===== config.mk =====
export PLATFORM = sky130hd
export DESIGN_NAME = ohs_queue
export DESIGN_NICKNAME = d
export VERILOG_FILES = /design/src/rtl/core/ohs_pkg.sv /design/src/rtl/core/ohs_queue.sv
export SDC_FILE = /design/constraint.sdc
export NUM_CORES = 1
export LEC_CHECK = 0
export BUFFER_PORTS_ARGS = -buffer_cell sky130_fd_sc_hd__buf_2
export CAP_MARGIN = 10
export CORE_ASPECT_RATIO = 0.75
export CORE_UTILIZATION = 47
export DETAILED_ROUTE_END_ITERATION = 7
export HOLD_SLACK_MARGIN = 0.12
export PLACE_DENSITY_LB_ADDON = 0.15
export SLEW_MARGIN = 20
export SYNTH_ARGS = -nofsm -noshare
export SYNTH_HDL_FRONTEND = slang
export SYNTH_SLANG_ARGS = --single-unit

===== constraint.sdc =====
create_clock -name clock -period 6.55 [get_ports clock]
set_input_delay 0.655 -clock clock [delete_from_list [all_inputs] [get_ports clock]]
set_output_delay 0.655 -clock clock [all_outputs]
set_load 0.05 [all_outputs]

===== src/rtl/core/ohs_pkg.sv =====
package ohs_pkg;

   localparam int KEY_W  = 64;
   localparam int HASH_W = 64;
   localparam logic [HASH_W-1:0] HASH_SEED = 64'd97;

   typedef enum logic [1:0] {
      FUNC_LOOKUP = 2'd0,
      FUNC_INSERT = 2'd1,
      FUNC_REMOVE = 2'd2,
      FUNC_NONE   = 2'd3
   } func_type;

   typedef enum logic [1:0] {
      ST_OK        = 2'd0,
      ST_ABSENT    = 2'd1,
      ST_EMPTY_KEY = 2'd2,
      ST_FULL      = 2'd3
   } status_type;

   localparam logic [1:0] MARK_EMPTY = 2'd0;
   localparam logic [1:0] MARK_LIVE  = 2'd1;
   localparam logic [1:0] MARK_TOMB  = 2'd2;

   typedef struct packed {
      func_type          func;
      logic [KEY_W-1:0]  key;
      logic [HASH_W-1:0] hash;
      logic              key_empty;
   } job_type;

endpackage


===== src/rtl/core/ohs_queue.sv =====
module ohs_queue
   import ohs_pkg::*;
(
   input  logic    clock,
   input  logic    reset,
   input  logic    in_valid,
   output logic    in_ready,
   input  job_type in_job,
   output logic    out_valid,
   input  logic    out_ready,
   output job_type out_job
);

   logic [1:0] cnt_ff;
   job_type    q_ff [2];
   logic       rd_ff, wr_ff;
   logic       do_w, do_r;

   assign in_ready  = (cnt_ff != 2'd2);
   assign out_valid = (cnt_ff != 2'd0);
   assign out_job   = q_ff[rd_ff];
   assign do_w = in_valid && in_ready;
   assign do_r = out_valid && out_ready;

   always_ff @(posedge clock) begin
      if (reset) begin
         cnt_ff <= '0; rd_ff <= 1'b0; wr_ff <= 1'b0;
      end else begin
         if (do_w) wr_ff <= ~wr_ff;
         if (do_r) rd_ff <= ~rd_ff;
         cnt_ff <= cnt_ff + {1'b0, do_w} - {1'b0, do_r};
      end
      if (do_w) q_ff[wr_ff] <= in_job;
   end

endmodule


==> metrics.txt, run 1 <==
status=completed; R2R Path Start=cnt_ff[0]; number of global-route vias before repair=4,901; worst reg2reg setup slack=3.86 ns; crit path launch type=flip-flop; critical path required time=5.89 ns; WL/cell=17.7 µm; H-tree depth=1; chip width=171 µm; R2R Path End=q_ff[1][88]; final hold viol count=0; slowest stage cell on the critical path=dfxtp_4; EDFF count, synth=262; Fmax=310 MHz; Clock Latency Late Sink=0.52 ns; Routability Congestion=0.704; post-DP HPWL=11,800 µm; initial antenna violation count=3; clock skew=0.0172 ns; Multi-input gate area=1950 µm²; final WL=18,000 µm; CTS buffer count=26; DRC viols=0; RSZ-0062 raised after global routing=false; # placed instances=970; setup bufs post-CTS=0; endpoints failing setup=0; average size of a mapped cell=23.3 µm²; Final Cycle Share=0.492; leakage power=0.00483 µW; Detailed Routing Iterations Pass 1=4; post-route ant nets=0; drt initial violations=274; Worst setup EP type=output pin; number of register bits inferred by synthesis=267; synthesized instance count=432; I/O pin count=268; Worst-Margin Slew=1.02 ns; CTS Buffer Depth=3; WP data arrival=2.57 ns; WHS Path Cells=1; Primary FF master, synth=edfxtp_1; total gr overflow=0; fin crit period=3.22 ns; total chip power=5560 µW; Min-Delay Path Class=in -> reg; CTS tree=built; clock sink count=267; fraction of layout cells with a size suffix above 1=0.607; Root Driver=clkbuf_16; TNS Setup=0 ns; via count=4,897; Nets=853; worst r2r path cells=3; Cell Pwr Density=445 nW/µm²; Die Height=129 µm; Area Growth Syn to Fin=24.1%; Core ar.=20,600 µm²; FILL cells=1,565; syn nets=569; Seq/Total Area, Yosys=0.792; Reg area=7970 µm²; Initial Util=0.488; DP Worst Slack=3.67 ns; max incr delay on CP=0.65 ns; Async SR Flop Fraction=0; crit path to=out_job[10]; Peak supply drop=292 µV; GRT Total Usage=0.158; Synth cell types=18; critical setup path kind=reg -> out; CTS resizes=0; Post-Synthesis Cell Area=10,100 µm²; Slew Limit Fails=0; final setup margin=3.33 ns; peak fanout along the critical path=99; Slew Limit Headroom=0.321; row count=45; Vias/cell=4.82; hold_buf cts=0; DIE AREA=22,000 µm²; fin cells=1,017; max-cap violations=0; Worst-path clk slew=0.06 ns; first-pass GRT wire length=26,300 µm; largest net degree at the start of global routing=100; Yosys Warn Count=0; Util after Layout=0.605; Cell Chain, Critical Path=buf_12 -> mux2_2 -> buf_2; I/O Buffers=267
==> kinds of logic (layout without fill, tap and decap cells) <==
| kind of cell | after synthesis | count (layout) | synth area share |
|---|---|---|---|
| DFF | 267 | 267 | 0.792 |
| muxes | 132 | 132 | 0.181 |
| buffers and inverters | 16 | 317 | 0.0151 |
| and+or+nand+nor | 11 | 11 | 0.00535 |
| xor gates and xnor gates | 3 | 3 | 0.00261 |
| adders and majority gates | 2 | 2 | 0.00249 |
| AOI/OAI and AO/OA | 1 | 1 | 0.000747 |
| other | 0 | 2 | 0 |
==> synth_stat cells (2+ instances only) <==
library cell  count  area share
buf_6            10       0.011
ha_1              2      0.0025
dfxtp_1           5       0.010
buf_2             4      0.0020
nor2b_1           2      0.0012
edfxtp_1        262        0.78
mux2_4           90        0.13
mux2_2           42       0.047
xnor2_1           2      0.0017
nor2_1            5      0.0019
==> metal layers <==
metal	routed length, µm	global-route usage
met1	7910	0.213
met2	8060	0.246
met3	1500	0.0495
met4	523	0.0499
met5	13	0
==> power breakdown <==
part	total, µW	switching (µW)	internal, µW
registers	2230	80.7	2150
logic	1920	1330	585
clock network	1410	589	821
==> critical path, delay by kind of cell, from the launching register on <==
family | cells | cell delay [ns]
buffers and inverters | 2 | 0.76
DFF | 1 | 0.65
muxes | 1 | 0.43
==> state kept, by name (all words and copies together), names as in the netlist, named ones only <==
signal	count
wr_ff	1
rd_ff	1
q_ff	262
cnt_ff	2
==> placed cells by master (no fill, tap or decap), types with 2 or more instances in the layout <==
| cell type | netlist | layout |
|---|---|---|
| dfxtp_1 | 5 | 4 |
| nor2_1 | 5 | 4 |
| ha_1 | 2 | 2 |
| buf_4 | 0 | 3 |
| buf_2 | 4 | 267 |
| diode_2 | 0 | 2 |
| nor2b_1 | 2 | 2 |
| bufinv_16 | 0 | 2 |
| mux2_2 | 42 | 42 |
| mux2_4 | 90 | 90 |
| edfxtp_1 | 262 | 262 |
| clkinv_2 | 0 | 7 |
| xnor2_1 | 2 | 2 |
| clkinv_1 | 0 | 7 |
| clkbuf_16 | 0 | 27 |
==> cell type report <==
type | count | share of cell area
Sequential cell | 267 | 0.639
Multi-Input combinational cell | 149 | 0.156
Timing Repair Buffer | 271 | 0.111
Clock buffer | 27 | 0.0542
Tap cell | 282 | 0.0283
Clock inverter | 18 | 0.0110
Antenna cell | 2 | 0.000401
Inverter | 1 | 0.000301
==> metrics by stage <==
stage	hold WS, ns	area, µm²
floorplan	0.481	10100
global placement	0.496	11700
detailed placement	0.507	11700
CTS	0.301	12500
global route	0.299	12500
finish	0.321	12500
==> worst min-delay path by stage <==
stage | startpoint | end
floorplan | rd_ff | flip-flop
global placement | rd_ff | flip-flop
detailed placement | rd_ff | flip-flop
CTS | in_job[21] | q_ff[0][21]
global route | in_job[54] | q_ff[0][54]
finish | in_job[21] | q_ff[0][21]
No activity file was read; power rests on OpenSTA's default activity.
==> run 2: changes to the inputs <==
- CORE_UTILIZATION: 47 -> 52
- clock period: 6.55 -> 3.31 ns (I/O delays scaled with it)
==> run 2 against run 1 <==
Global-route usage rose by 3.5 points; clock-buffer cell count up 6; utilization is 13 points higher; power grew 100%; non-clock buffer count increased by 135; critical path depth stayed put; via count grew 11%; critical endpoint is now out_job[78]; highest routed layer is now met4.
==> metrics.txt, run 2 (synthesized netlist as in run 1, its figures left out) <==
status=completed (unchanged); drt initial violations=254 (was 274); row count=43 (was 45); max-cap violations=0 (unchanged); H-tree depth=1 (unchanged); CTS buffer count=26 (unchanged); clock sink count=267 (unchanged); Vias/cell=4.86 (was 4.82); Peak supply drop=689 µV (was 292 µV); Initial Util=0.537 (was 0.488); Cell Chain, Critical Path=buf_12 -> mux2_4 -> buf_2 (was buf_12 -> mux2_2 -> buf_2); chip width=163 µm (was 171 µm); WP data arrival=1.92 ns (was 2.57 ns); Worst setup EP type=output pin (unchanged); I/O pin count=268 (unchanged); slowest stage cell on the critical path=dfxtp_4 (unchanged); Slew Limit Headroom=0.393 (was 0.321); post-route ant nets=0 (unchanged); Clock Latency Late Sink=0.51 ns (was 0.52 ns); Detailed Routing Iterations Pass 1=4 (unchanged); leakage power=0.00542 µW (was 0.00483 µW); fin crit period=2.26 ns; Reg area=7970 µm² (unchanged); most frequent cells in the layout=267 x buf_2, 262 x edfxtp_1, 132 x dlygate4sd3_1 (was 267 x buf_2, 262 x edfxtp_1, 90 x mux2_4); critical setup path kind=reg -> out (unchanged); Die Height=122 µm (was 129 µm); DRC viols=0 (unchanged); WL/cell=17.5 µm (was 17.7 µm); Min-Delay Path Class=in -> reg (unchanged); Routability Congestion=0.744 (was 0.704); Worst-Margin Slew=0.911 ns (was 1.02 ns); first-pass GRT wire length=29,300 µm (was 26,300 µm); CTS Buffer Depth=3 (unchanged); number of global-route vias before repair=5,759 (was 4,901); setup bufs post-CTS=0 (unchanged); max incr delay on CP=0.37 ns (was 0.65 ns); TNS Setup=0 ns (unchanged); total gr overflow=0 (unchanged); CTS tree=built (unchanged); post-DP HPWL=11,700 µm (was 11,800 µm); I/O Buffers=267 (unchanged); most common cell after layout, fill and taps aside=buf_2 (unchanged); total chip power=11,300 µW (was 5560 µW); Area Growth Syn to Fin=37.6% (was 24.1%); Final Cycle Share=0.681; peak fanout along the critical path=68 (was 99); Largest regs=q_ff (262), cnt_ff (2) (unchanged); via count=5,433 (was 4,897); Nets=988 (was 853); Core ar.=18,700 µm² (was 20,600 µm²); CTS resizes=0 (unchanged); FILL cells=1,139 (was 1,565); critical path required time=2.98 ns (was 5.89 ns); Root Driver=clkbuf_16 (unchanged); Multi-input gate area=1950 µm² (about the same); max FFs per register=262 (unchanged); Worst-path clk slew=0.06 ns (about the same); DIE AREA=19,900 µm² (was 22,000 µm²); initial antenna violation count=0 (was 3); endpoints failing setup=0 (unchanged); final WL=19,500 µm (was 18,000 µm); crit path launch type=flip-flop (unchanged); Fmax=443 MHz; clock skew=0.0183 ns (was 0.0172 ns); final hold viol count=0 (unchanged); Cell Pwr Density=814 nW/µm² (was 445 nW/µm²); fraction of layout cells with a size suffix above 1=0.514 (was 0.607); number of inserted diodes=0 (was 2); Slew Limit Fails=0 (unchanged); Top reg by flops=q_ff (unchanged); largest net degree at the start of global routing=69 (was 100); GRT Total Usage=0.193 (was 0.158); RSZ-0062 raised after global routing=false (unchanged)
run 2: cell count changes in the layout (fill, tap and decap cells not counted):
cell / previous run / this run
clkinv_1: 7 / 5
nand2b_1: 1 / 0
inv_8: 0 / 1
nand2b_2: 0 / 1
buf_12: 1 / 3
dlygate4sd3_1: 0 / 132
buf_4: 3 / 4
diode_2: 2 / 0
bufinv_16: 2 / 3
inv_6: 1 / 0
clkbuf_1: 0 / 6
clkinv_2: 7 / 6
clkinvlp_4: 1 / 0
run 2: report_power, final:
| group | switching [µW] | internal (µW) | leakage (µW) |
|---|---|---|---|
| Combinational | 2720 | 1280 | 0.00251 |
| Sequential | 117 | 4250 | 0.00249 |
| Clock | 1160 | 1730 | 0.000420 |
run 2: area by class of cell:
class,count,area share
sequential,267,0.576
multi-input combinational,149,0.141
timing repair buffer,406,0.199
clock buffer,33,0.0505
clock inverter,15,0.0109
tap,247,0.0223
inverter,1,0.000271
run 2: worst max-delay path, delay by kind of cell (launching register included):
family	cells	cell delay, ns
mux	1	0.36
buf+inv	2	0.57
flops	1	0.37
run 2: through the flow:
step / worst slack [ns] / hold slack [ns] / std cells / utilization / instance area [µm²]
2_1_floorplan: 0.0830 / 0.403 / 432 / - / 10100
3_3_place_gp: 1.44 / 0.498 / 938 / 0.623 / 11700
3_5_place_dp: 1.37 / 0.508 / 938 / 0.623 / 11700
4_1_cts: 1.02 / 0.230 / 1118 / 0.739 / 13800
5_1_grt: 0.981 / 0.264 / 1118 / 0.739 / 13800
6_report: 1.05 / 0.245 / 1118 / 0.739 / 13800
run 2: routing by layer:
metal  global-route usage  routed length (µm)
met5                    0                   0
met2                0.342                9830
met1                0.234                7820
met3               0.0517                1490
met4               0.0549                 388
run 2: repair_timing:
action | in CTS | in global routing
hold buffers | 132 | 0
setup endpoints to repair | 0 | 0
hold endpoints to repair | 266 | 0
run 2: worst paths after layout:
check | depth (start not counted) | slack, ns | to | startpoint
worst max-delay path | 3 | 1.05 | out_job[78] | flip-flop
worst min-delay path | 4 | 0.25 | rd_ff | out_ready
worst max register to register | 4 | 1.36 | q_ff[0][117] | cnt_ff[0]
worst min register to register | 2 | 0.53 | rd_ff | rd_ff
==> run 3: changes to the inputs <==
- CORE_UTILIZATION: 52 -> 47
- clock period: 3.31 -> 1.85 ns (I/O delays scaled with it)
==> run 3 against run 2 <==
The run now ends with setup timing left; sequential power increased by 79%; combinational power increased by 130%; first-iteration DRC count up 7.9%; critical path depth rose by 2; global-route usage is 0.57 points higher; wire length up 16%; register-to-register slack worse by 1.2 ns; clock power is 76% higher; largest cell class unchanged.
==> metrics.txt, run 3 (synthesized netlist as in run 1, its figures left out) <==
status=complete, but fails checks (was completed); failing checks=setup timing; fraction of layout cells with a size suffix above 1=0.533 (was 0.514); post-route ant nets=0 (unchanged); total gr overflow=0 (unchanged); H-tree depth=1 (unchanged); CTS buffer count=26 (unchanged); most common cell after layout, fill and taps aside=edfxtp_1 (was buf_2); max incr delay on CP=0.38 ns (was 0.37 ns); Routability Congestion=0.750 (was 0.744); Worst setup EP type=output pin (unchanged); TNS Setup=-5.42 ns (was 0 ns); Cell Chain, Critical Path=buf_12 -> buf_12 -> clkbuf_16 -> mux2_4 -> buf_6 (was buf_12 -> mux2_4 -> buf_2); CTS tree=built (unchanged); Detailed Routing Iterations Pass 1=4 (unchanged); internal power=14,500 µW (was 7260 µW); max FFs per register=262 (unchanged); power share of the clock group=0.228 (was 0.257); row count=45 (was 43); Vias/cell=4.80 (was 4.86); Reg power frac=0.351 (was 0.388); number of inserted diodes=0 (unchanged); chip width=171 µm (was 163 µm); RSZ-0062 raised after global routing=true (was false); Cell Pwr Density=1470 nW/µm² (was 814 nW/µm²); initial antenna violation count=0 (unchanged); Fmax=507 MHz; CTS Buffer Depth=3 (unchanged); critical path required time=1.66 ns (was 2.98 ns); clock skew=0.0139 ns (was 0.0183 ns); DIE AREA=22,000 µm² (was 19,900 µm²); final WL=22,700 µm (was 19,500 µm); slowest stage cell on the critical path=dfxtp_4 (unchanged); Switching Share=0.348 (was 0.356); GRT Total Usage=0.199 (was 0.193); post-DP HPWL=12,200 µm (was 11,700 µm); # placed instances=977 (was 938); peak fanout along the critical path=8 (was 68); fin cells=1,172 (was 1,118); Top reg by flops=q_ff (unchanged); Peak supply drop=1070 µV (was 689 µV); drt initial violations=274 (was 254); Die Height=129 µm (was 122 µm); leakage power=0.00598 µW (was 0.00542 µW); Core ar.=20,600 µm² (was 18,700 µm²); final hold viol count=0 (unchanged); number of global-route vias before repair=6,109 (was 5,759); crit path launch type=flip-flop (unchanged); most frequent cells in the layout=262 x edfxtp_1, 137 x buf_2, 133 x dlygate4sd3_1 (was 267 x buf_2, 262 x edfxtp_1, 132 x dlygate4sd3_1); fin crit period=1.97 ns; clock sink count=267 (unchanged); Area Growth Syn to Fin=51.3% (was 37.6%); CP dominant cell by count=buf_12; Clock Latency Late Sink=0.52 ns (was 0.51 ns); Min-Delay Path Class=in -> reg (unchanged); FILL cells=1,226 (was 1,139); Largest regs=q_ff (262), cnt_ff (2) (unchanged); Worst-Margin Slew=0.429 ns (was 0.911 ns); Nets=1,007 (was 988); endpoints failing setup=114 (was 0); via count=5,630 (was 5,433); largest net degree at the start of global routing=74 (was 69); max-cap violations=0 (unchanged); critical setup path kind=reg -> out (unchanged); Root Driver=clkbuf_16 (unchanged); I/O pin count=268 (unchanged); Final Cycle Share=1.07; WL/cell=19.3 µm (was 17.5 µm); final setup margin=-0.121 ns (was 1.05 ns); Worst-path clk slew=0.06 ns (about the same); DRC viols=0 (unchanged); Slew Limit Headroom=0.714 (was 0.393); Psw=7760 µW (was 4000 µW); WP data arrival=1.79 ns (was 1.92 ns); I/O Buffers=267 (unchanged); Initial Util=0.488 (was 0.537); Slew Limit Fails=0 (unchanged); DP Worst Slack=0.280 ns (was 1.37 ns); first-pass GRT wire length=32,900 µm (was 29,300 µm); combinational share of power=0.421 (was 0.355)
[run 3: cell types whose count changed in the layout (fill, tap and decap cells not counted), moves of 2 or more]
| cell | before | now |
|---|---|---|
| clkbuf_1 | 6 | 3 |
| clkinv_1 | 5 | 2 |
| clkbuf_8 | 0 | 4 |
| buf_16 | 0 | 5 |
| buf_12 | 3 | 11 |
| clkinv_2 | 6 | 9 |
| bufinv_16 | 3 | 1 |
| buf_2 | 267 | 137 |
| clkbuf_16 | 27 | 31 |
| buf_6 | 0 | 79 |
| mux2_2 | 42 | 12 |
| buf_4 | 4 | 32 |
| mux2_4 | 90 | 120 |
| buf_8 | 0 | 24 |
[run 3: what timing repair did]
| item | CTS | global route |
|---|---|---|
| hold buffers | 133 | 0 |
| buffers inserted | 6 | 1 |
| endpoints found under the hold margin | 267 | 0 |
| endpoints found under the setup margin | 128 | 131 |
| resized for setup | 254 | 41 |
| cloned | 6 | 4 |
[run 3: worst max-delay path: cells and delay by family (launching register included)]
kind                   cells  cell delay (ns)
buffers and inverters      4             0.57
DFF                        1             0.38
muxes                      1             0.31
[run 3: power groups by stage]
stage               Sequential [µW]  Combinational [µW]  Clock [µW]
CTS                            7810                9070        5190
global route                   7880                9730        5420
floorplan                      7910                5720           0
finish                         7830                9390        5080
detailed placement             7930                7130           0
global placement               7890                7080           0
[run 3: worst paths after layout]
kind,startpoint,end,slack (ns),cells after the start
worst min register to register,rd_ff,rd_ff,0.56,2
worst max-delay path,flip-flop,out_job[110],-0.12,5
worst min-delay path,out_ready,rd_ff,0.13,4
worst max register to register,cnt_ff[1],cnt_ff[1],0.21,7
[run 3: through the flow]
step | area, µm² | hold WS, ns | total power [µW] | utilization
6_report | 15200 | 0.126 | 22300 | 0.738
5_1_grt | 15200 | 0.139 | 23000 | 0.738
4_1_cts | 15000 | 0.121 | 22100 | 0.730
3_5_place_dp | 11800 | 0.376 | 15100 | 0.573
3_3_place_gp | 11800 | 0.371 | 15000 | 0.573
2_1_floorplan | 10100 | 0.249 | 13600 | -
[run 3: layout make-up]
cell class              instances  area, µm²  share of cell area
multi-input cells             149       2080               0.137
repair buffers                425       3970               0.261
flip-flops and latches        267       7970               0.524
clock inverters                14       98.8             0.00650
well taps                     282        353              0.0232
inverters                       1       3.75            0.000247
clock buffers                  34        742              0.0488
[run 3: per-layer routing]
layer	GRT usage	vias up	part of all wire
met4	0.0457	0	0.021
met1	0.231	2781	0.39
met5	0	-	0
met3	0.0624	34	0.079
met2	0.360	217	0.51
li1	-	2598	-
