--- config.mk ---
export PLATFORM = sky130hd
export DESIGN_NAME = ohs_front
export DESIGN_NICKNAME = d
export VERILOG_FILES = /design/src/rtl/core/ohs_pkg.sv /design/src/rtl/core/ohs_front.sv
export SDC_FILE = /design/constraint.sdc
export NUM_CORES = 1
export LEC_CHECK = 0
export BUFFER_PORTS_ARGS = -buffer_cell sky130_fd_sc_hd__buf_2
export CORE_MARGIN = 1.5
export CORE_UTILIZATION = 30
export CTS_CLUSTER_SIZE = 24
export DETAILED_ROUTE_END_ITERATION = 8
export GPL_TIMING_DRIVEN = 0
export SYNTH_ARGS = -nofsm -noshare
export SYNTH_HDL_FRONTEND = slang
export SYNTH_SLANG_ARGS = --single-unit
--- constraint.sdc ---
create_clock -name clock -period 18.15 [get_ports clock]
set_clock_uncertainty 0.15 [all_clocks]
set_input_delay 0.9075 -clock clock [delete_from_list [all_inputs] [get_ports clock]]
set_output_delay 0.9075 -clock clock [all_outputs]
set_load 0.03 [all_outputs]
--- src/rtl/core/ohs_pkg.sv ---
package ohs_pkg;

   localparam int KEY_W  = 64;
   localparam int HASH_W = 64;
   localparam logic [HASH_W-1:0] HASH_SEED = 64'd97;

   typedef enum logic [1:0] {
      FUNC_LOOKUP = 2'd0,
      FUNC_INSERT = 2'd1,
      FUNC_REMOVE = 2'd2,
      FUNC_NONE   = 2'd3
   } func_type;

   typedef enum logic [1:0] {
      ST_OK        = 2'd0,
      ST_ABSENT    = 2'd1,
      ST_EMPTY_KEY = 2'd2,
      ST_FULL      = 2'd3
   } status_type;

   localparam logic [1:0] MARK_EMPTY = 2'd0;
   localparam logic [1:0] MARK_LIVE  = 2'd1;
   localparam logic [1:0] MARK_TOMB  = 2'd2;

   typedef struct packed {
      func_type          func;
      logic [KEY_W-1:0]  key;
      logic [HASH_W-1:0] hash;
      logic              key_empty;
   } job_type;

endpackage

--- src/rtl/core/ohs_front.sv ---
module ohs_front
   import ohs_pkg::*;
#(
   parameter int KEY_BYTES = 8
) (
   input  logic              clock,
   input  logic              reset,
   input  logic              req_push,
   output logic              req_full,
   input  logic [1:0]        req_func,
   input  logic [KEY_W-1:0]  req_key,
   output logic              job_valid,
   input  logic              job_ready,
   output job_type           job
);

   localparam int CW = $clog2(KEY_BYTES + 1);

   logic              busy_ff, busy_in;
   logic              done_ff, done_in;
   logic [CW-1:0]     idx_ff, idx_in;
   logic [KEY_W-1:0]  raw_ff, raw_in;
   logic [KEY_W-1:0]  key_ff, key_in;
   logic [HASH_W-1:0] hash_ff, hash_in;
   logic [1:0]        func_ff, func_in;
   logic [7:0]        byte_cur;

   assign req_full  = busy_ff;
   assign job_valid = done_ff;
   assign byte_cur  = raw_ff[8*idx_ff[CW-1:0] +: 8];
   assign job.func      = func_type'(func_ff);
   assign job.key       = key_ff;
   assign job.hash      = hash_ff;
   assign job.key_empty = (key_ff == '0);

   always_comb begin
      busy_in = busy_ff;
      done_in = done_ff;
      idx_in  = idx_ff;
      raw_in  = raw_ff;
      key_in  = key_ff;
      hash_in = hash_ff;
      func_in = func_ff;
      if (!busy_ff) begin
         if (req_push) begin
            busy_in = 1'b1;
            done_in = 1'b0;
            idx_in  = '0;
            raw_in  = req_key;
            key_in  = '0;
            hash_in = HASH_SEED;
            func_in = req_func;
         end
      end else if (!done_ff) begin
         if (32'(idx_ff) >= KEY_BYTES || byte_cur == 8'd0) begin
            done_in = 1'b1;
         end else begin
            hash_in = (hash_ff << 5) + hash_ff + HASH_W'(byte_cur);
            key_in  = key_ff | (KEY_W'(byte_cur) << (8 * idx_ff));
            idx_in  = idx_ff + 1'b1;
         end
      end else if (job_ready) begin
         done_in = 1'b0;
         busy_in = 1'b0;
      end
   end

   always_ff @(posedge clock) begin
      if (reset) begin
         busy_ff <= 1'b0;
         done_ff <= 1'b0;
      end else begin
         busy_ff <= busy_in;
         done_ff <= done_in;
      end
      idx_ff  <= idx_in;
      raw_ff  <= raw_in;
      key_ff  <= key_in;
      hash_ff <= hash_in;
      func_ff <= func_in;
   end

endmodule

==> flow_summary.json, run 1 <==
{
  "powerDensity_nw_per_um2": 157,
  "crit_required_ns": 18.21,
  "hold_viol": 0,
  "cts_max_level": 4,
  "ys.warnings.count": 0,
  "die_x_um": 209,
  "critPathKind": "register to register",
  "cap_violations": 0,
  "seq_area_um2": 5990,
  "wl_per_cell_um": 19.8,
  "synth-seq-area-share": 0.470,
  "synth_area_leaders": "edfxtp_1, ha_1, nor2_1",
  "yosysTopAreaCell": "edfxtp_1",
  "placed_cell_area_um2": 14600,
  "syn2layout_area_growth_pct": 19.4,
  "syn_nets": 1409,
  "setup_viol": 0,
  "ff2ff_setup_slack_ns": 11.77,
  "syn_inst": 1211,
  "antenna_found_initial": 1,
  "arrival_ns": 6.44,
  "synth_area_um2": 12700,
  "cpPeakStageDelay_ns": 0.61,
  "cp.buffers_inverters": 2,
  "synth_top_area_share": 0.467,
  "vias_per_cell": 5.28,
  "synthArstFlopShare": 0,
  "fillCellCount": 4166,
  "pre_cts_slack_ns": 11.74,
  "post-route-period-util": 0.351,
  "rsz0062_at_grt": "no",
  "peakVddDrop_uv": 79.3,
  "drv_slew": 0,
  "drive_above_1_share": 0.192,
  "via_count": 10522,
  "whs_ns": 0.463,
  "cts_resized": 0,
  "clock-sinks": 200,
  "portBuffers": 202,
  "relSlewSlack": 0.378,
  "first_pass_iters": 5,
  "layout_setup_ws_ns": 11.77,
  "drc": 0,
  "grt_pass1_vias": 10431,
  "ys_types": 65,
  "fmax_mhz": 157,
  "cts_tree": "built",
  "path_clk_slew_ns": 0.09,
  "r2r_start": "idx_ff[0]",
  "postRouteAntennaNets": 0,
  "insertion_delay_ns": 0.46,
  "dp_hpwl_mm": 30.4,
  "ctsLongestPathBuffers": 2,
  "grt_pass1_wl_mm": 60.9,
  "gp_congestion": 0.909,
  "synth_edf_count": 198,
  "multiInputGateArea_um2": 6410,
  "p_leak_nw": 6.32,
  "cts_root_buf": "clkbuf_16",
  "cp_max_fo": 10,
  "path_cells": "clkbuf_1 > mux4_2 > mux2i_1 > or2_2 > inv_1 > fa_1 > ha_1 > a21oi_1 > o311a_1 > o31ai_2 > a41oi_1 > o31a_1 > a41oi_1 > a221oi_2 > a21oi_1 > a311o_1",
  "r2r_cells": 16,
  "ios": 203,
  "hold_class": "input port to register",
  "avgSynthCellArea_um2": 10.5,
  "coreArea_um2": 41900,
  "critPathLaunchType": "register",
  "floorplan.initialDensity": 0.303,
  "num_rows": 75,
  "worst_pin_slew_ns": 0.931,
  "grt_max_degree": 39,
  "worstHoldPathCells": 1,
  "postCtsSetupRepairBufs": 0,
  "min_from": "req_key[49]",
  "fp.dieArea_um2": 43700,
  "r2r-end": "hash_ff[60]",
  "end_kind": "register",
  "grt_usage": 0.182,
  "final_nets": 1636,
  "synth_ff_type": "edfxtp_1",
  "cp_top_family": "compound AO/OA/AOI/OAI gates",
  "whs_endpoint": "raw_ff[49]",
  "fin_tns_setup_ns": 0,
  "die_y_um": 209,
  "fin_crit_ns": 6.38,
  "post-route-util": 0.362,
  "crit_slowest_cell": "clkbuf_1",
  "wl_mm": 39.3,
  "outcome": "complete, no violations",
  "overflow": 0,
  "final_area_um2": 15200,
  "cts-hold-fix-buffers": 0,
  "ys_ff_latch": 200,
  "drt_iter0_drc": 725,
  "numCtsBuffers": 17
}
metal layers:
metal	vias to the layer above	routed length, µm	track usage
met3	48	2500	0.0391
met2	375	18400	0.299
met4	0	758	0.0560
met1	5078	17700	0.241
met5	-	0	0
li1	5021	-	-
through the flow:
| step | cells | total power, mW |
|---|---|---|
| 4_1_cts | 1990 | 2.40 |
| 5_1_grt | 1990 | 2.58 |
| 6_report | 1991 | 2.39 |
| 3_3_place_gp | 1952 | 1.97 |
| 2_1_floorplan | 1211 | 1.64 |
| 3_5_place_dp | 1958 | 1.98 |
worst max-delay path by stage:
stage                         start          end  slack [ns]  cells past startpoint
after floorplan           idx_ff[0]   hash_ff[0]        9.64                      7
after global placement    idx_ff[2]   key_ff[44]        5.57                      7
after detailed placement  idx_ff[0]  hash_ff[60]       11.74                     16
after CTS                 idx_ff[0]  hash_ff[60]       11.71                     16
after global routing      idx_ff[0]  hash_ff[60]       11.51                     16
final                     idx_ff[0]  hash_ff[60]       11.77                     16
cells by family after synthesis:
logic type	Yosys count	share of synthesized area
mux	34	0.0425
compound gates	292	0.150
buf+inv	92	0.0273
xor+xnor	42	0.0289
simple gates	423	0.153
fa+ha+maj	128	0.128
flops	200	0.470
state kept, by name, indices dropped and copies added (netlist names):
name       cells
func_ff        2
key_ff        64
job_valid      1
raw_ff        64
hash_ff       64
idx_ff         4
req_full       1
report_power, final:
part           switching (mW)  total [mW]  internal [mW]
logic                   0.834        1.29          0.455
registers              0.0797       0.691          0.612
clock network           0.210       0.411          0.201
total                    1.12        2.39           1.27
synth_stat cells (all sizes together) (5+ instances only):
| cell | number |
|---|---|
| and2 | 7 |
| nor4 | 21 |
| nand2b | 12 |
| xnor2 | 26 |
| o21bai | 18 |
| nand2 | 72 |
| o31a | 5 |
| nor2b | 5 |
| a21boi | 8 |
| or2 | 11 |
| nor3 | 19 |
| ha | 125 |
| xor2 | 16 |
| nand3 | 17 |
| nor2 | 199 |
| a21oi | 90 |
| nand4 | 35 |
| nor3b | 6 |
| o21ai | 40 |
| a31oi | 48 |
| and3 | 8 |
| clkbuf | 53 |
| a21o | 36 |
| o21a | 10 |
| buf | 7 |
| mux2i | 18 |
| mux4 | 16 |
| inv | 32 |
| edfxtp | 198 |
cell usage in the layout (no fill, tap or decap), types with 19 or more instances in the layout:
cell and count:
xnor2_1 26, o21ai_0 36, edfxtp_1 198, ha_1 125, buf_2 204, nor3_1 19, nor4_1 21, clkbuf_1 53
nand2_1 72, nor2_1 199, nand4_1 35, a21oi_1 89, inv_1 32, a31oi_1 48, a21o_1 36
cell type report:
type / count / share of cell area
multi-input cells: 919 / 0.422
clock buffers: 17 / 0.0280
clock inverters: 15 / 0.0129
well taps: 539 / 0.0444
repair buffers: 208 / 0.0754
plain buffers: 60 / 0.0150
flip-flops and latches: 200 / 0.394
inverters: 32 / 0.00791
diodes: 1 / 0.000165
No activity file was read; power rests on OpenSTA's default activity.
==> run 2: changes to the inputs <==
clock period = 5.1 ns   (was 18.15 ns; I/O delays follow)
==> flow_summary.json, run 2 (synthesized netlist as in run 1, its figures left out) <==
{
  "outcome": "finished, violations left",
  "violations": "setup timing",
  "peakVddDrop_uv": 310,
  "final_area_um2": 16400,
  "numCtsBuffers": 17,
  "die_y_um": 209,
  "fp.dieArea_um2": 43700,
  "hold_viol": 0,
  "floorplan.initialDensity": 0.303,
  "cts_tree": "built",
  "dp_hpwl_mm": 30.2,
  "grt_pass1_vias": 10794,
  "via_count": 10893,
  "relSlewSlack": 0.409,
  "end_kind": "register",
  "drv_slew": 0,
  "dpl.cell_count": 1958,
  "path_clk_slew_ns": 0.09,
  "fin_tns_setup_ns": -0.107,
  "wl_mm": 40.9,
  "antenna_cells": 0,
  "powerDensity_nw_per_um2": 538,
  "placed_cell_area_um2": 14600,
  "p_leak_nw": 6.74,
  "cp_max_fo": 6,
  "critPathLaunchType": "register",
  "critPathKind": "register to register",
  "fin_crit_ns": 5.15,
  "syn2layout_area_growth_pct": 28.9,
  "vias_per_cell": 5.22,
  "layout_commonest_cell": "buf_2",
  "gp_congestion": 0.901,
  "num_rows": 75,
  "cap_violations": 0,
  "ios": 203,
  "hold_class": "input port to register",
  "coreArea_um2": 41900,
  "worst_pin_slew_ns": 0.886,
  "die_x_um": 209,
  "crit_required_ns": 5.15,
  "post-route-period-util": 1.01,
  "drive_above_1_share": 0.224,
  "final_cell_mix": "buf_2, nor2_1, edfxtp_1",
  "overflow": 0,
  "insertion_delay_ns": 0.48,
  "fmax_mhz": 194,
  "first_pass_iters": 5,
  "drt_iter0_drc": 753,
  "reg_top3": "hash_ff (64), key_ff (64), raw_ff (64)",
  "antenna_found_initial": 0,
  "arrival_ns": 5.20,
  "drc": 0,
  "setup_viol": 5,
  "cts_root_buf": "clkbuf_16",
  "cts_max_level": 4,
  "wl_per_cell_um": 19.6,
  "layout_setup_ws_ns": -0.0502,
  "portBuffers": 202,
  "postRouteAntennaNets": 0,
  "grt_pass1_wl_mm": 61.9,
  "total_power_mw": 8.83,
  "ctsLongestPathBuffers": 2,
  "fin_cells": 2085,
  "final_nets": 1731,
  "rsz0062_at_grt": "yes",
  "clock-sinks": 200,
  "grt_max_degree": 33,
  "grt_usage": 0.186
}
run 2: changes by cell type in the layout (fill, tap and decap cells not counted), moves of 5 or more:
cell	before	now
inv_1	32	25
ha_1	125	120
clkinvlp_4	1	8
ha_4	0	5
or2_2	11	3
buf_4	0	26
inv_8	6	1
or2_4	0	8
a21oi_1	89	84
dlygate4sd3_1	0	68
run 2: routing by layer:
metal | wire length (µm) | track usage | part of all wire
met1 | 17900 | 0.238 | 0.44
met2 | 19500 | 0.311 | 0.48
met3 | 2890 | 0.0437 | 0.071
met4 | 714 | 0.0545 | 0.017
met5 | 0 | 0 | 0
run 2: critical path: stages (launching register included):
cell	delay (ns)
edfxtp_1	0.49
buf_8	0.17
mux4_2	0.51
mux2i_2	0.19
or2_4	0.17
clkinvlp_4	0.14
fa_1	0.54
ha_4	0.22
a21oi_2	0.26
o311a_4	0.29
o31ai_4	0.07
a41oi_2	0.28
o31a_1	0.33
a41oi_2	0.23
a221oi_4	0.42
buf_4	0.18
xor2_1	0.14
nor2_1	0.06
run 2: where the power goes:
| part | switching (mW) | leakage (nW) | internal (mW) | total [mW] |
|---|---|---|---|---|
| registers | 0.285 | 1.98 | 2.18 | 2.46 |
| clock network | 0.754 | 0.290 | 0.663 | 1.42 |
| logic | 3.11 | 4.48 | 1.85 | 4.95 |
run 2: through the flow:
stage	setup WS (ns)	util	hold WS, ns
2_1_floorplan	-0.372	-	0.177
3_3_place_gp	-2.61	0.345	0.281
3_5_place_dp	-0.888	0.348	0.283
4_1_cts	-0.0156	0.386	0.0120
5_1_grt	-0.212	0.391	0.0617
6_report	-0.0502	0.391	0.0292
run 2: area by class of cell:
cell class	count	area [µm²]
Buffer	58	250
Clock buffer	17	425
Clock inverter	15	188
Fill cell	4110	25500
Inverter	32	146
Multi-Input combinational cell	919	6670
Sequential cell	200	5990
Tap cell	539	674
Timing Repair Buffer	305	2070
run 2: what timing repair did:
item | in CTS | in global routing
setup endpoints to repair | 30 | 22
resized for setup | 24 | 27
hold endpoints to repair | 68 | 0
pin swaps | 12 | 7
setup buffers | 19 | 10
gates cloned | 0 | 0
hold buffers | 68 | 0
run 2: final timing paths:
kind,depth (start not counted),to,slack [ns],start
max,17,hash_ff[52],-0.05,idx_ff[0]
min,3,req_full,0.03,req_push
max reg2reg,17,hash_ff[52],-0.05,idx_ff[0]
min reg2reg,2,key_ff[27],0.46,key_ff[27]
==> run 3: changes to the inputs <==
TNS_END_PERCENT = 50   (was not set)
==> flow_summary.json, run 3 (synthesized netlist as in run 1, its figures left out) <==
{
  "die_x_um": 209,
  "grt_pass1_wl_mm": 61.9,
  "critPathKind": "register to register",
  "outcome": "finished, violations left",
  "gp_congestion": 0.901,
  "cap_violations": 0,
  "fin_crit_ns": 5.18,
  "vias_per_cell": 5.23,
  "relSlewSlack": 0.413,
  "drv_slew": 0,
  "drt_iter0_drc": 861,
  "reg_top3": "hash_ff (64), key_ff (64), raw_ff (64)",
  "final_area_um2": 16300,
  "cts_max_level": 4,
  "post-route-period-util": 1.02,
  "portBuffers": 202,
  "final_nets": 1725,
  "peakVddDrop_uv": 310,
  "antenna_cells": 0,
  "first_pass_iters": 6,
  "clock-sinks": 200,
  "cpPeakStageDelay_ns": 0.48,
  "wl_per_cell_um": 19.7,
  "fin_cells": 2079,
  "cp_top_family": "compound AO/OA/AOI/OAI gates",
  "dp_hpwl_mm": 30.2,
  "arrival_ns": 5.23,
  "seqPwrFrac": 0.280,
  "p_leak_nw": 6.71,
  "setup_viol": 6,
  "dpl.cell_count": 1958,
  "fin_tns_setup_ns": -0.223,
  "fp.dieArea_um2": 43700,
  "internal_power_mw": 4.65,
  "drive_above_1_share": 0.216,
  "total_power_mw": 8.78,
  "die_y_um": 209,
  "placed_cell_area_um2": 14600,
  "ctsLongestPathBuffers": 2,
  "path_clk_slew_ns": 0.09,
  "crit_slowest_cell": "edfxtp_1",
  "drc": 0,
  "fmax_mhz": 193,
  "violations": "setup timing",
  "cts_tree": "built",
  "postRouteAntennaNets": 0,
  "whs_ns": 0.0286,
  "crit_required_ns": 5.15,
  "final_cell_mix": "buf_2, nor2_1, edfxtp_1",
  "grt_usage": 0.186,
  "hold_viol": 0,
  "rsz0062_at_grt": "yes",
  "clkPwrFrac": 0.162,
  "critPathLaunchType": "register",
  "ios": 203,
  "hold_class": "input port to register",
  "antenna_found_initial": 0,
  "grt_max_degree": 33,
  "overflow": 0,
  "layout_setup_ws_ns": -0.0775,
  "path_cells": "clkbuf_8 > buf_4 > mux4_2 > mux2i_1 > or2_4 > clkinvlp_4 > ha_1 > ha_1 > a211oi_4 > o311a_4 > o31ai_4 > a41oi_2 > o31a_1 > a41oi_2 > a221oi_4 > buf_4 > xor2_1 > nor2_1",
  "insertion_delay_ns": 0.48,
  "coreArea_um2": 41900,
  "via_count": 10874,
  "cts_root_buf": "clkbuf_16",
  "p_switching_mw": 4.13,
  "grt_pass1_vias": 10794,
  "post-route-util": 0.388,
  "cp.buffers_inverters": 4,
  "cp_max_fo": 6,
  "end_kind": "register",
  "combPwrFrac": 0.558,
  "floorplan.initialDensity": 0.303,
  "worst_pin_slew_ns": 0.880,
  "num_rows": 75,
  "wl_mm": 40.9,
  "numCtsBuffers": 17,
  "syn2layout_area_growth_pct": 27.9,
  "switching_share": 0.470,
  "layout_commonest_cell": "buf_2",
  "pre_cts_slack_ns": -0.888,
  "powerDensity_nw_per_um2": 539
}
## run 3: cell count changes in the layout (fill, tap and decap cells not counted), sizes merged
cell	previous run	this run
clkinvlp	8	7
buf	245	237
inv	28	29
clkbuf	67	69
## run 3: routing by layer
layer  vias up  routed length, µm  global-route usage
met2       380              19400               0.311
li1       5223                  -                   -
met3        49               2700              0.0437
met5         -                  0                   0
met4         0                752              0.0545
met1      5222              18000               0.238
## run 3: layout make-up
| cell class | instances | area (µm²) |
|---|---|---|
| multi-input combinational | 919 | 6600 |
| buffer | 59 | 253 |
| sequential | 200 | 5990 |
| clock buffer | 17 | 425 |
| clock inverter | 15 | 188 |
| timing repair buffer | 298 | 2010 |
| inverter | 32 | 143 |
| tap | 539 | 674 |
| fill | 4137 | 25700 |
## run 3: path summary, 6_finish.rpt
check             slack, ns  depth (start not counted)       start          end
setup / recovery      -0.08                         18   idx_ff[0]  hash_ff[52]
setup reg to reg      -0.08                         18   idx_ff[0]  hash_ff[52]
hold / removal         0.03                          3    req_push     req_full
hold reg to reg        0.47                          2  key_ff[27]   key_ff[27]
## run 3: what timing repair did
action,4_1_cts,5_1_grt
endpoints found under the hold margin,68,0
hold buffers,68,0
pin swaps,12,5
gates resized for setup,24,18
setup endpoints to repair,30,22
setup buffers,19,3
## run 3: worst register-to-register path, stage by stage, from the launching register on
cell        delay [ns]
edfxtp_1          0.48
clkbuf_8          0.22
buf_4             0.12
mux4_2            0.48
mux2i_1           0.20
or2_4             0.19
clkinvlp_4        0.13
ha_1              0.34
ha_1              0.36
a211oi_4          0.28
o311a_4           0.23
o31ai_4           0.07
a41oi_2           0.29
o31a_1            0.33
a41oi_2           0.22
a221oi_4          0.43
buf_4             0.18
xor2_1            0.14
nor2_1            0.06
## run 3: power groups by stage
stage / Combinational (mW) / Sequential, mW / Clock [mW]
final: 4.90 / 2.46 / 1.42
after global routing: 5.40 / 2.49 / 1.50
after CTS: 4.81 / 2.47 / 1.45
after detailed placement: 4.55 / 2.50 / 0
after global placement: 4.47 / 2.52 / 0
after floorplan: 3.02 / 2.81 / 0
